--- config.mk ---
export PLATFORM = sky130hd
export DESIGN_NAME = pid_regulator
export DESIGN_NICKNAME = d
export VERILOG_FILES = /design/src/hw/rtl/pidr_pkg.sv /design/src/hw/rtl/pid_regulator.sv /design/src/hw/rtl/pidr_mul.sv /design/src/hw/rtl/pidr_div.sv
export SDC_FILE = /design/constraint.sdc
export NUM_CORES = 2
export LEC_CHECK = 0
export ABC_CLOCK_PERIOD_IN_PS = 11200
export BUFFER_PORTS_ARGS = -buffer_cell sky130_fd_sc_hd__clkbuf_2
export CAP_MARGIN = 20
export CORE_AREA = 2 2 286 288
export DETAILED_ROUTE_END_ITERATION = 12
export DIE_AREA = 0 0 288 290
export PLACE_DENSITY = 0.76
export SYNTH_ARGS = -nofsm -noshare
export SYNTH_HDL_FRONTEND = slang
export SYNTH_SLANG_ARGS = --single-unit
--- constraint.sdc ---
create_clock -name i_clk -period 11.2 [get_ports i_clk]
set_input_delay 2.24 -clock i_clk [delete_from_list [all_inputs] [get_ports i_clk]]
set_output_delay 2.24 -clock i_clk [all_outputs]
set_load 0.01 [all_outputs]
--- src/hw/rtl/pidr_pkg.sv ---
package pidr_pkg;

    // field and datapath widths
    localparam int DATA_W    = 16;
    localparam int ERR_W     = 17;
    localparam int DIFF_W    = 18;
    localparam int SUM_W     = 32;
    localparam int ACC_W     = 64;
    localparam int MUL_A_W   = 34;
    localparam int MUL_B_W   = 18;
    localparam int PROD_W    = MUL_A_W + MUL_B_W;
    localparam int DIV_N_W   = 32;
    localparam int DIV_D_W   = 16;
    localparam int CFG_IDX_W = 3;

    // configuration register indexes
    localparam logic [CFG_IDX_W-1:0] REG_SETPOINT   = 3'd0;
    localparam logic [CFG_IDX_W-1:0] REG_PROP_GAIN  = 3'd1;
    localparam logic [CFG_IDX_W-1:0] REG_INTEG_GAIN = 3'd2;
    localparam logic [CFG_IDX_W-1:0] REG_DERIV_GAIN = 3'd3;
    localparam logic [CFG_IDX_W-1:0] REG_PERIOD     = 3'd4;

    // request to the shared multiplier
    typedef struct packed {
        logic                      en;
        logic signed [MUL_A_W-1:0] a;
        logic signed [MUL_B_W-1:0] b;
    } t_mul_req;

endpackage

--- src/hw/rtl/pid_regulator.sv ---
// Discrete PID regulator. Each measured sample yields one drive value,
// kp*e + ki*period*sum + kd*(e - previous e)/period scaled down by 256 (gains are
// signed Q8.8), saturated to signed 16 bits with o_output_clipped flagging the
// clamp. The error sum saturates at signed 32 bits. A period of zero acts as one.
// Each sample runs from acceptance to result through a short sequence of
// steps on one shared 34x18 multiplier and the bit-serial divider that
// scales the derivative term by the period; a new sample is taken only after
// the last one is through. The next sample is accepted once the sequencer is
// back in idle, even while the previous result still waits in the output
// register. Configure only while no sample is in flight.
module pid_regulator (
    input  logic                                 i_clk,
    input  logic                                 i_rst_n,
    input  logic                                 i_cfg_we,
    input  logic [pidr_pkg::CFG_IDX_W-1:0]       i_cfg_idx,
    input  logic [pidr_pkg::DATA_W-1:0]          i_cfg_data,
    input  logic                                 i_valid,
    output logic                                 o_ready,
    input  logic signed [pidr_pkg::DATA_W-1:0]   i_measured_value,
    output logic                                 o_valid,
    input  logic                                 i_ready,
    output logic signed [pidr_pkg::DATA_W-1:0]   o_drive_value,
    output logic                                 o_output_clipped
);

    localparam int DW  = pidr_pkg::DATA_W;
    localparam int EW  = pidr_pkg::ERR_W;
    localparam int FW  = pidr_pkg::DIFF_W;
    localparam int SW  = pidr_pkg::SUM_W;
    localparam int AW  = pidr_pkg::ACC_W;
    localparam int MAW = pidr_pkg::MUL_A_W;
    localparam int MBW = pidr_pkg::MUL_B_W;
    localparam int PW  = pidr_pkg::PROD_W;
    localparam int NW  = pidr_pkg::DIV_N_W;
    localparam int YW  = AW - 8;

    typedef enum logic [3:0] {
        S_IDLE, S_PREP, S_KIP, S_IHI, S_ILO, S_P, S_DP, S_DIV_GO, S_DIV_WAIT,
        S_RND, S_FIN
    } t_state;

    t_state              r_state;
    logic [DW-1:0]       r_setpoint;
    logic [DW-1:0]       r_prop_gain;
    logic [DW-1:0]       r_integ_gain;
    logic [DW-1:0]       r_deriv_gain;
    logic [DW-1:0]       r_period;

    logic [EW-1:0]       r_e;
    logic [EW-1:0]       r_prev;
    logic [SW-1:0]       r_sum;
    logic [FW-1:0]       r_diff;
    logic [MAW-1:0]      r_kip;
    logic [AW-1:0]       r_acc;
    logic                r_dneg;
    logic                r_out_valid;
    logic [DW-1:0]       r_drive;
    logic                r_clip;

    logic [DW-1:0]       w_per_eff;
    logic [SW:0]         w_sum_ext;
    logic [SW-1:0]       n_sum;
    logic [FW-1:0]       n_diff;
    pidr_pkg::t_mul_req  w_mul_req;
    logic signed [PW-1:0] w_prod;
    logic [AW-1:0]       w_prod_ext;
    logic [MAW-1:0]      w_dp;
    logic [MAW-1:0]      w_dp_mag;
    logic                w_div_start;
    logic                w_div_done;
    logic [NW-1:0]       w_quot;
    logic [AW-1:0]       w_quot_ext;
    logic [YW-1:0]       w_y;
    logic                w_clip;
    logic [DW-1:0]       w_drive;

    // configuration registers
    always_ff @(posedge i_clk) begin
        if (!i_rst_n) begin
            r_setpoint   <= '0;
            r_prop_gain  <= '0;
            r_integ_gain <= '0;
            r_deriv_gain <= '0;
            r_period     <= DW'(1);
        end else if (i_cfg_we) begin
            case (i_cfg_idx)
                pidr_pkg::REG_SETPOINT:   r_setpoint   <= i_cfg_data;
                pidr_pkg::REG_PROP_GAIN:  r_prop_gain  <= i_cfg_data;
                pidr_pkg::REG_INTEG_GAIN: r_integ_gain <= i_cfg_data;
                pidr_pkg::REG_DERIV_GAIN: r_deriv_gain <= i_cfg_data;
                pidr_pkg::REG_PERIOD:     r_period     <= i_cfg_data;
                default: ;
            endcase
        end
    end

    assign w_per_eff = (r_period == '0) ? DW'(1) : r_period;

    // saturating error sum and error difference
    always_comb begin
        w_sum_ext = {r_sum[SW-1], r_sum} + {{(SW+1-EW){r_e[EW-1]}}, r_e};
        if (w_sum_ext[SW] != w_sum_ext[SW-1]) begin
            n_sum = w_sum_ext[SW] ? {1'b1, {(SW-1){1'b0}}} : {1'b0, {(SW-1){1'b1}}};
        end else begin
            n_sum = w_sum_ext[SW-1:0];
        end
        n_diff = {r_e[EW-1], r_e} - {r_prev[EW-1], r_prev};
    end

    // operand selection for the shared multiplier
    always_comb begin
        w_mul_req.en = 1'b1;
        w_mul_req.a  = '0;
        w_mul_req.b  = '0;
        case (r_state)
            S_KIP: begin
                w_mul_req.a = {{(MAW-DW){r_integ_gain[DW-1]}}, r_integ_gain};
                w_mul_req.b = {{(MBW-DW){1'b0}}, w_per_eff};
            end
            S_IHI: begin
                w_mul_req.a = w_prod[MAW-1:0];
                w_mul_req.b = {{(MBW-SW/2){r_sum[SW-1]}}, r_sum[SW-1:SW/2]};
            end
            S_ILO: begin
                w_mul_req.a = r_kip;
                w_mul_req.b = {{(MBW-SW/2){1'b0}}, r_sum[SW/2-1:0]};
            end
            S_P: begin
                w_mul_req.a = {{(MAW-DW){r_prop_gain[DW-1]}}, r_prop_gain};
                w_mul_req.b = {{(MBW-EW){r_e[EW-1]}}, r_e};
            end
            S_DP: begin
                w_mul_req.a = {{(MAW-DW){r_deriv_gain[DW-1]}}, r_deriv_gain};
                w_mul_req.b = r_diff;
            end
            default: w_mul_req.en = 1'b0;
        endcase
    end

    pidr_mul u_mul (
        .i_clk  (i_clk),
        .i_req  (w_mul_req),
        .o_prod (w_prod)
    );

    assign w_prod_ext  = {{(AW-PW){w_prod[PW-1]}}, w_prod};
    assign w_dp        = w_prod[MAW-1:0];
    assign w_dp_mag    = w_dp[MAW-1] ? (MAW'(0) - w_dp) : w_dp;
    assign w_div_start = (r_state == S_DIV_GO);

    pidr_div u_div (
        .i_clk   (i_clk),
        .i_rst_n (i_rst_n),
        .i_start (w_div_start),
        .i_num   (w_dp_mag[NW-1:0]),
        .i_den   (w_per_eff),
        .o_done  (w_div_done),
        .o_quot  (w_quot)
    );

    assign w_quot_ext = r_dneg ? (AW'(0) - {{(AW-NW){1'b0}}, w_quot})
                               : {{(AW-NW){1'b0}}, w_quot};

    // accumulator already biased toward zero, so a plain shift truncates correctly
    always_comb begin
        w_y    = r_acc[AW-1:8];
        w_clip = !((&w_y[YW-1:DW-1]) || !(|w_y[YW-1:DW-1]));
        if (w_clip) begin
            w_drive = w_y[YW-1] ? {1'b1, {(DW-1){1'b0}}} : {1'b0, {(DW-1){1'b1}}};
        end else begin
            w_drive = w_y[DW-1:0];
        end
    end

    always_ff @(posedge i_clk) begin
        if (!i_rst_n) begin
            r_state     <= S_IDLE;
            r_sum       <= '0;
            r_prev      <= '0;
            r_out_valid <= 1'b0;
        end else begin
            // the final step reloads the output register itself
            if (r_out_valid && i_ready && r_state != S_FIN) begin
                r_out_valid <= 1'b0;
            end
            case (r_state)
                S_IDLE: begin
                    if (i_valid) begin
                        r_e     <= {r_setpoint[DW-1], r_setpoint}
                                   - {i_measured_value[DW-1], i_measured_value};
                        r_state <= S_PREP;
                    end
                end
                S_PREP: begin
                    r_sum   <= n_sum;
                    r_diff  <= n_diff;
                    r_prev  <= r_e;
                    r_state <= S_KIP;
                end
                S_KIP: r_state <= S_IHI;
                S_IHI: begin
                    r_kip   <= w_prod[MAW-1:0];
                    r_state <= S_ILO;
                end
                S_ILO: begin
                    r_acc   <= {w_prod_ext[AW-SW/2-1:0], {(SW/2){1'b0}}};
                    r_state <= S_P;
                end
                S_P: begin
                    r_acc   <= r_acc + w_prod_ext;
                    r_state <= S_DP;
                end
                S_DP: begin
                    r_acc   <= r_acc + w_prod_ext;
                    r_state <= S_DIV_GO;
                end
                S_DIV_GO: begin
                    r_dneg  <= w_dp[MAW-1];
                    r_state <= S_DIV_WAIT;
                end
                S_DIV_WAIT: begin
                    if (w_div_done) begin
                        r_acc   <= r_acc + w_quot_ext;
                        r_state <= S_RND;
                    end
                end
                S_RND: begin
                    if (r_acc[AW-1]) begin
                        r_acc <= r_acc + AW'(255);
                    end
                    r_state <= S_FIN;
                end
                S_FIN: begin
                    // hold until the output register is free
                    if (!r_out_valid || i_ready) begin
                        r_drive     <= w_drive;
                        r_clip      <= w_clip;
                        r_out_valid <= 1'b1;
                        r_state     <= S_IDLE;
                    end
                end
                default: r_state <= S_IDLE;
            endcase
        end
    end

    assign o_ready          = (r_state == S_IDLE);
    assign o_valid          = r_out_valid;
    assign o_drive_value    = r_drive;
    assign o_output_clipped = r_clip;

    a_busy_after_accept: assert property (@(posedge i_clk) disable iff (!i_rst_n)
        (i_valid && o_ready) |=> !o_ready)
        else $error("input accepted while a transaction is still in flight");

    a_sum_no_wrap: assert property (@(posedge i_clk) disable iff (!i_rst_n)
        (r_state == S_PREP && !r_sum[SW-1] && !r_e[EW-1]) |=> !r_sum[SW-1])
        else $error("error sum wrapped negative on a nonnegative update");

    a_result_from_fin: assert property (@(posedge i_clk) disable iff (!i_rst_n)
        $rose(o_valid) |-> $past(r_state == S_FIN))
        else $error("result presented outside the final step");

    a_div_done_waited: assert property (@(posedge i_clk) disable iff (!i_rst_n)
        w_div_done |-> (r_state == S_DIV_WAIT))
        else $error("divider finished while the sequencer was not waiting");

endmodule

--- src/hw/rtl/pidr_mul.sv ---
module pidr_mul (
    input  logic                                i_clk,
    input  pidr_pkg::t_mul_req                  i_req,
    output logic signed [pidr_pkg::PROD_W-1:0]  o_prod
);

    logic signed [pidr_pkg::PROD_W-1:0] r_prod;

    always_ff @(posedge i_clk) begin
        if (i_req.en) begin
            r_prod <= i_req.a * i_req.b;
        end
    end

    assign o_prod = r_prod;

endmodule

--- src/hw/rtl/pidr_div.sv ---
module pidr_div (
    input  logic                           i_clk,
    input  logic                           i_rst_n,
    input  logic                           i_start,
    input  logic [pidr_pkg::DIV_N_W-1:0]   i_num,
    input  logic [pidr_pkg::DIV_D_W-1:0]   i_den,
    output logic                           o_done,
    output logic [pidr_pkg::DIV_N_W-1:0]   o_quot
);

    localparam int N     = pidr_pkg::DIV_N_W;
    localparam int D     = pidr_pkg::DIV_D_W;
    localparam int CNT_W = $clog2(N);
    localparam logic [CNT_W-1:0] CNT_LAST = CNT_W'(N - 1);

    logic             r_busy;
    logic             r_done;
    logic [CNT_W-1:0] r_cnt;
    logic [D-1:0]     r_rem;
    logic [D-1:0]     r_den;
    logic [N-1:0]     r_quot;

    logic [D:0]       w_trial;
    logic [D:0]       w_diff;
    logic             w_ge;
    logic [D-1:0]     n_rem;

    // one restoring step: bring down the next dividend bit, subtract if it fits
    always_comb begin
        w_trial = {r_rem, r_quot[N-1]};
        w_diff  = w_trial - {1'b0, r_den};
        w_ge    = (w_trial >= {1'b0, r_den});
        n_rem   = w_ge ? w_diff[D-1:0] : w_trial[D-1:0];
    end

    always_ff @(posedge i_clk) begin
        if (!i_rst_n) begin
            r_busy <= 1'b0;
            r_done <= 1'b0;
            r_cnt  <= '0;
        end else begin
            r_done <= 1'b0;
            if (i_start) begin
                r_busy <= 1'b1;
                r_cnt  <= '0;
            end else if (r_busy) begin
                r_cnt <= r_cnt + 1'b1;
                if (r_cnt == CNT_LAST) begin
                    r_busy <= 1'b0;
                    r_done <= 1'b1;
                end
            end
        end
    end

    // dividend shifts out the top while quotient bits shift in at the bottom
    always_ff @(posedge i_clk) begin
        if (i_start) begin
            r_rem  <= '0;
            r_den  <= i_den;
            r_quot <= i_num;
        end else if (r_busy) begin
            r_rem  <= n_rem;
            r_quot <= {r_quot[N-2:0], w_ge};
        end
    end

    assign o_done = r_done;
    assign o_quot = r_quot;

endmodule

==> impl_metrics.json <==
{
  "status": "complete, no violations",
  "ir_drop_mv": 0.119,
  "die_h_um": 290,
  "worst-path-buf-inv": 5,
  "maxCapViolCount": 0,
  "seqPwrFrac_pct": 39.1,
  "critPathTopFamily": "adder cells",
  "setup_viol": 0,
  "p_comb_share_pct": 25.8,
  "worst_slew_pin_slew_ps": 1170,
  "syn_inst": 5591,
  "fmax_mhz": 104,
  "rows": 104,
  "final_cell_mix": "nand2_1, inv_1, fa_1",
  "drtAntennaViolNets": 0,
  "required_ps": 11560,
  "post_cts_resize_count": 0,
  "cpMostUsedCell": "fa_1",
  "cts_root_buffer": "clkbuf_16",
  "cts_buffer_depth": 3,
  "rsz0062_at_grt": "no",
  "antennaDiodeCount": 0,
  "power.share.switching_pct": 33.8,
  "finalCritPeriodShare_pct": 86.0,
  "initial_core_util_pct": 59.6,
  "fillers": 6932,
  "synth_ff_type": "edfxtp_1",
  "rr_worst_depth": 29,
  "dieArea_um2": 83500,
  "critPathArrivalTime_ps": 9990,
  "cts_tree": "yes",
  "syn_area_per_cell_um2": 8.54,
  "slowest_stage": "a221oi_1",
  "grt-ovfl-total": 0,
  "layout.nets": 6380,
  "grt_pass1_wl_mm": 223,
  "io_buffers": 58,
  "yosys.cell_types.count": 84,
  "clk_pin_slew_ps": 60,
  "synth_area_um2": 47800,
  "rr_endpoint": "u_mul.o_prod[48]$_DFFE_PN_",
  "ff2ff_setup_slack_ps": 1570,
  "critPathLaunchType": "flop",
  "ios": 59,
  "drc_errors": 0,
  "die_w_um": 288,
  "wl_met2_mm": 62.2,
  "antenna_found_initial": 1,
  "synth_nets": 6495,
  "first_pass_iters": 6,
  "grt_max_degree": 111,
  "grt_pass1_vias": 40000,
  "highest_layer": "met4",
  "wl_per_cell_um": 21.3,
  "hold_viol": 0,
  "crit_path_max_incr_delay_ps": 780,
  "holdBufCountCts": 0,
  "leakagePower_nw": 22.5,
  "min_delay_worst_endpoint": "r_deriv_gain[11]$_SDFFE_PN0P_",
  "via_count": 40400,
  "slew_viol_final": 0,
  "numCtsBuffers": 48,
  "slew_headroom_pct": 22.2,
  "fin_worst_skew_ps": 61.2,
  "synth-edff-count": 251,
  "seq_area_frac_synth_pct": 22.4,
  "route.met3.wl_mm": 15.2,
  "hp-start": "r_deriv_gain[11]$_SDFFE_PN0P_",
  "grt_usage_pct": 34.0,
  "cp_max_fo": 19,
  "routabilityCongestion": 0.969,
  "p_clk_share_pct": 35.1,
  "hp-class": "flop to flop",
  "clock_sinks": 408,
  "drt_iter0_drc": 4047,
  "syn2layout_area_growth_pct": 5.99,
  "holdPathStages": 2,
  "p_sw_mw": 1.55,
  "dpl.hpwl_mm": 108,
  "end_kind": "flop",
  "p_int_mw": 3.04,
  "final_common_cell": "nand2_1",
  "fin_crit_ps": 9630,
  "h-tree-depth": 2,
  "r2r_start": "r_state[3]$_SDFFE_PN0P_",
  "yosys_warnings": 0,
  "wl_met1_mm": 56.7,
  "drt_wl_total_mm": 140,
  "cts_setup_buffers": 0,
  "power.density_nw_per_um2": 90.7,
  "drt-vias-per-instance": 6.14,
  "postSynth.asyncResetShare_pct": 0,
  "synth-seq-cells": 408,
  "coreArea_um2": 80200,
  "finalSetupTns_ps": 0,
  "clkLatencyLatePin_ps": 630,
  "path_class": "flop to flop",
  "drive_above_1_share_pct": 4.77,
  "finalPower_mw": 4.59
}
worst max path at each step:
stage,slack (ps),cells after the start,start,end
2_1_floorplan,3110,30,r_state[0]$_SDFFE_PN0P_,u_mul.o_prod[48]$_DFFE_PN_
3_3_place_gp,1830,30,r_state[3]$_SDFFE_PN0P_,u_mul.o_prod[48]$_DFFE_PN_
3_5_place_dp,1750,29,r_state[3]$_SDFFE_PN0P_,u_mul.o_prod[48]$_DFFE_PN_
4_1_cts,1740,29,r_state[3]$_SDFFE_PN0P_,u_mul.o_prod[48]$_DFFE_PN_
5_1_grt,1310,29,r_state[3]$_SDFFE_PN0P_,u_mul.o_prod[48]$_DFFE_PN_
6_report,1570,29,r_state[3]$_SDFFE_PN0P_,u_mul.o_prod[48]$_DFFE_PN_
metrics by stage:
| stage | hold WS [ps] | cells | instance area (um2) | utilization [%] | worst slack [ps] |
|---|---|---|---|---|---|
| global placement | 453 | 6481 | 48900 | 61.1 | 1830 |
| floorplan | 424 | 5591 | 47800 | - | 3110 |
| global route | 488 | 6576 | 50600 | 63.2 | 1310 |
| detailed placement | 463 | 6485 | 49000 | 61.2 | 1750 |
| finish | 469 | 6576 | 50600 | 63.2 | 1570 |
| CTS | 470 | 6575 | 50600 | 63.1 | 1740 |
registers in the layout, summed over array words and instances (netlist names):
name,flops
o_drive_value,16
o_output_clipped,1
o_valid,1
r_acc,64
r_deriv_gain,16
r_diff,18
r_dneg,1
r_e,17
r_integ_gain,16
r_kip,34
r_period,16
r_prev,17
r_prop_gain,16
r_setpoint,16
r_state,4
r_sum,32
u_div.o_done,1
u_div.o_quot,32
u_div.r_busy,1
u_div.r_cnt,5
u_div.r_den,16
u_div.r_rem,16
u_mul.o_prod,52
worst reg2reg max path, delay by kind of cell, from the launching register on:
kind	cells	cell delay [ps]
AOI/OAI and AO/OA	10	3080
xor gates and xnor gates	1	110
adders and majority gates	7	3510
buffers and inverters	5	650
DFF	1	630
and+or+nand+nor	6	1390
power groups by stage:
stage          registers [mW]  clock network, mW  logic, mW
2_1_floorplan            1.77                  0      0.866
3_3_place_gp             1.82                  0       1.12
3_5_place_dp             1.82                  0       1.15
4_1_cts                  1.79               1.62       1.16
5_1_grt                  1.80               1.68       1.30
6_report                 1.80               1.61       1.19
per-layer routing:
layer	GRT usage, %	vias to the layer above
li1	-	18200
met1	47.0	19700
met2	52.4	2113
met3	7.41	350
met4	12.8	0
met5	0	-
cell type report:
cell class / count / area, um2 / share of cell area [%]
multi-input cells: 4049 / 32900 / 65.1
flip-flops and latches: 408 / 10700 / 21.1
inverters: 829 / 3110 / 6.15
well taps: 1060 / 1330 / 2.62
clock buffers: 58 / 1270 / 2.51
repair buffers: 140 / 960 / 1.90
clock inverters: 32 / 330 / 0.652
cell usage after synthesis (all sizes together) (6+ instances only):
master	number	area [um2]
nor4	23	171
and4	33	289
ha	274	3430
or3	24	155
o22ai	18	113
o21ai	266	1330
o41ai	13	114
a22oi	36	270
dfxtp	157	3140
a21oi	253	1270
a21o	79	593
a221o	22	220
mux2i	19	190
nand4	61	382
a222oi	7	70.1
o221ai	40	350
nand2	918	3450
nand2b	34	213
a21boi	118	886
buf	23	93.8
or4	19	150
a31oi	22	138
o21bai	24	180
o31a	6	52.6
inv	829	3110
clkbuf	282	1060
edfxtp	251	7540
o211ai	15	118
and2	22	138
nand3b	7	52.6
or2	10	62.6
a211oi	15	113
and3	35	219
xor2	145	1270
o21a	26	195
fa	590	11800
nor2	448	1680
o2111ai	6	52.6
a221oi	30	263
nor2b	42	263
nand3	83	415
nor3	49	245
o31ai	29	223
xnor2	130	1150
cell families after synthesis:
logic type / synth area share (%)
compound gates: 14.6
xor+xnor: 5.06
fa+ha+maj: 31.9
buf+inv: 8.93
flops: 22.4
mux: 0.469
simple gates: 16.7
(Power assumes the default switching activity.)
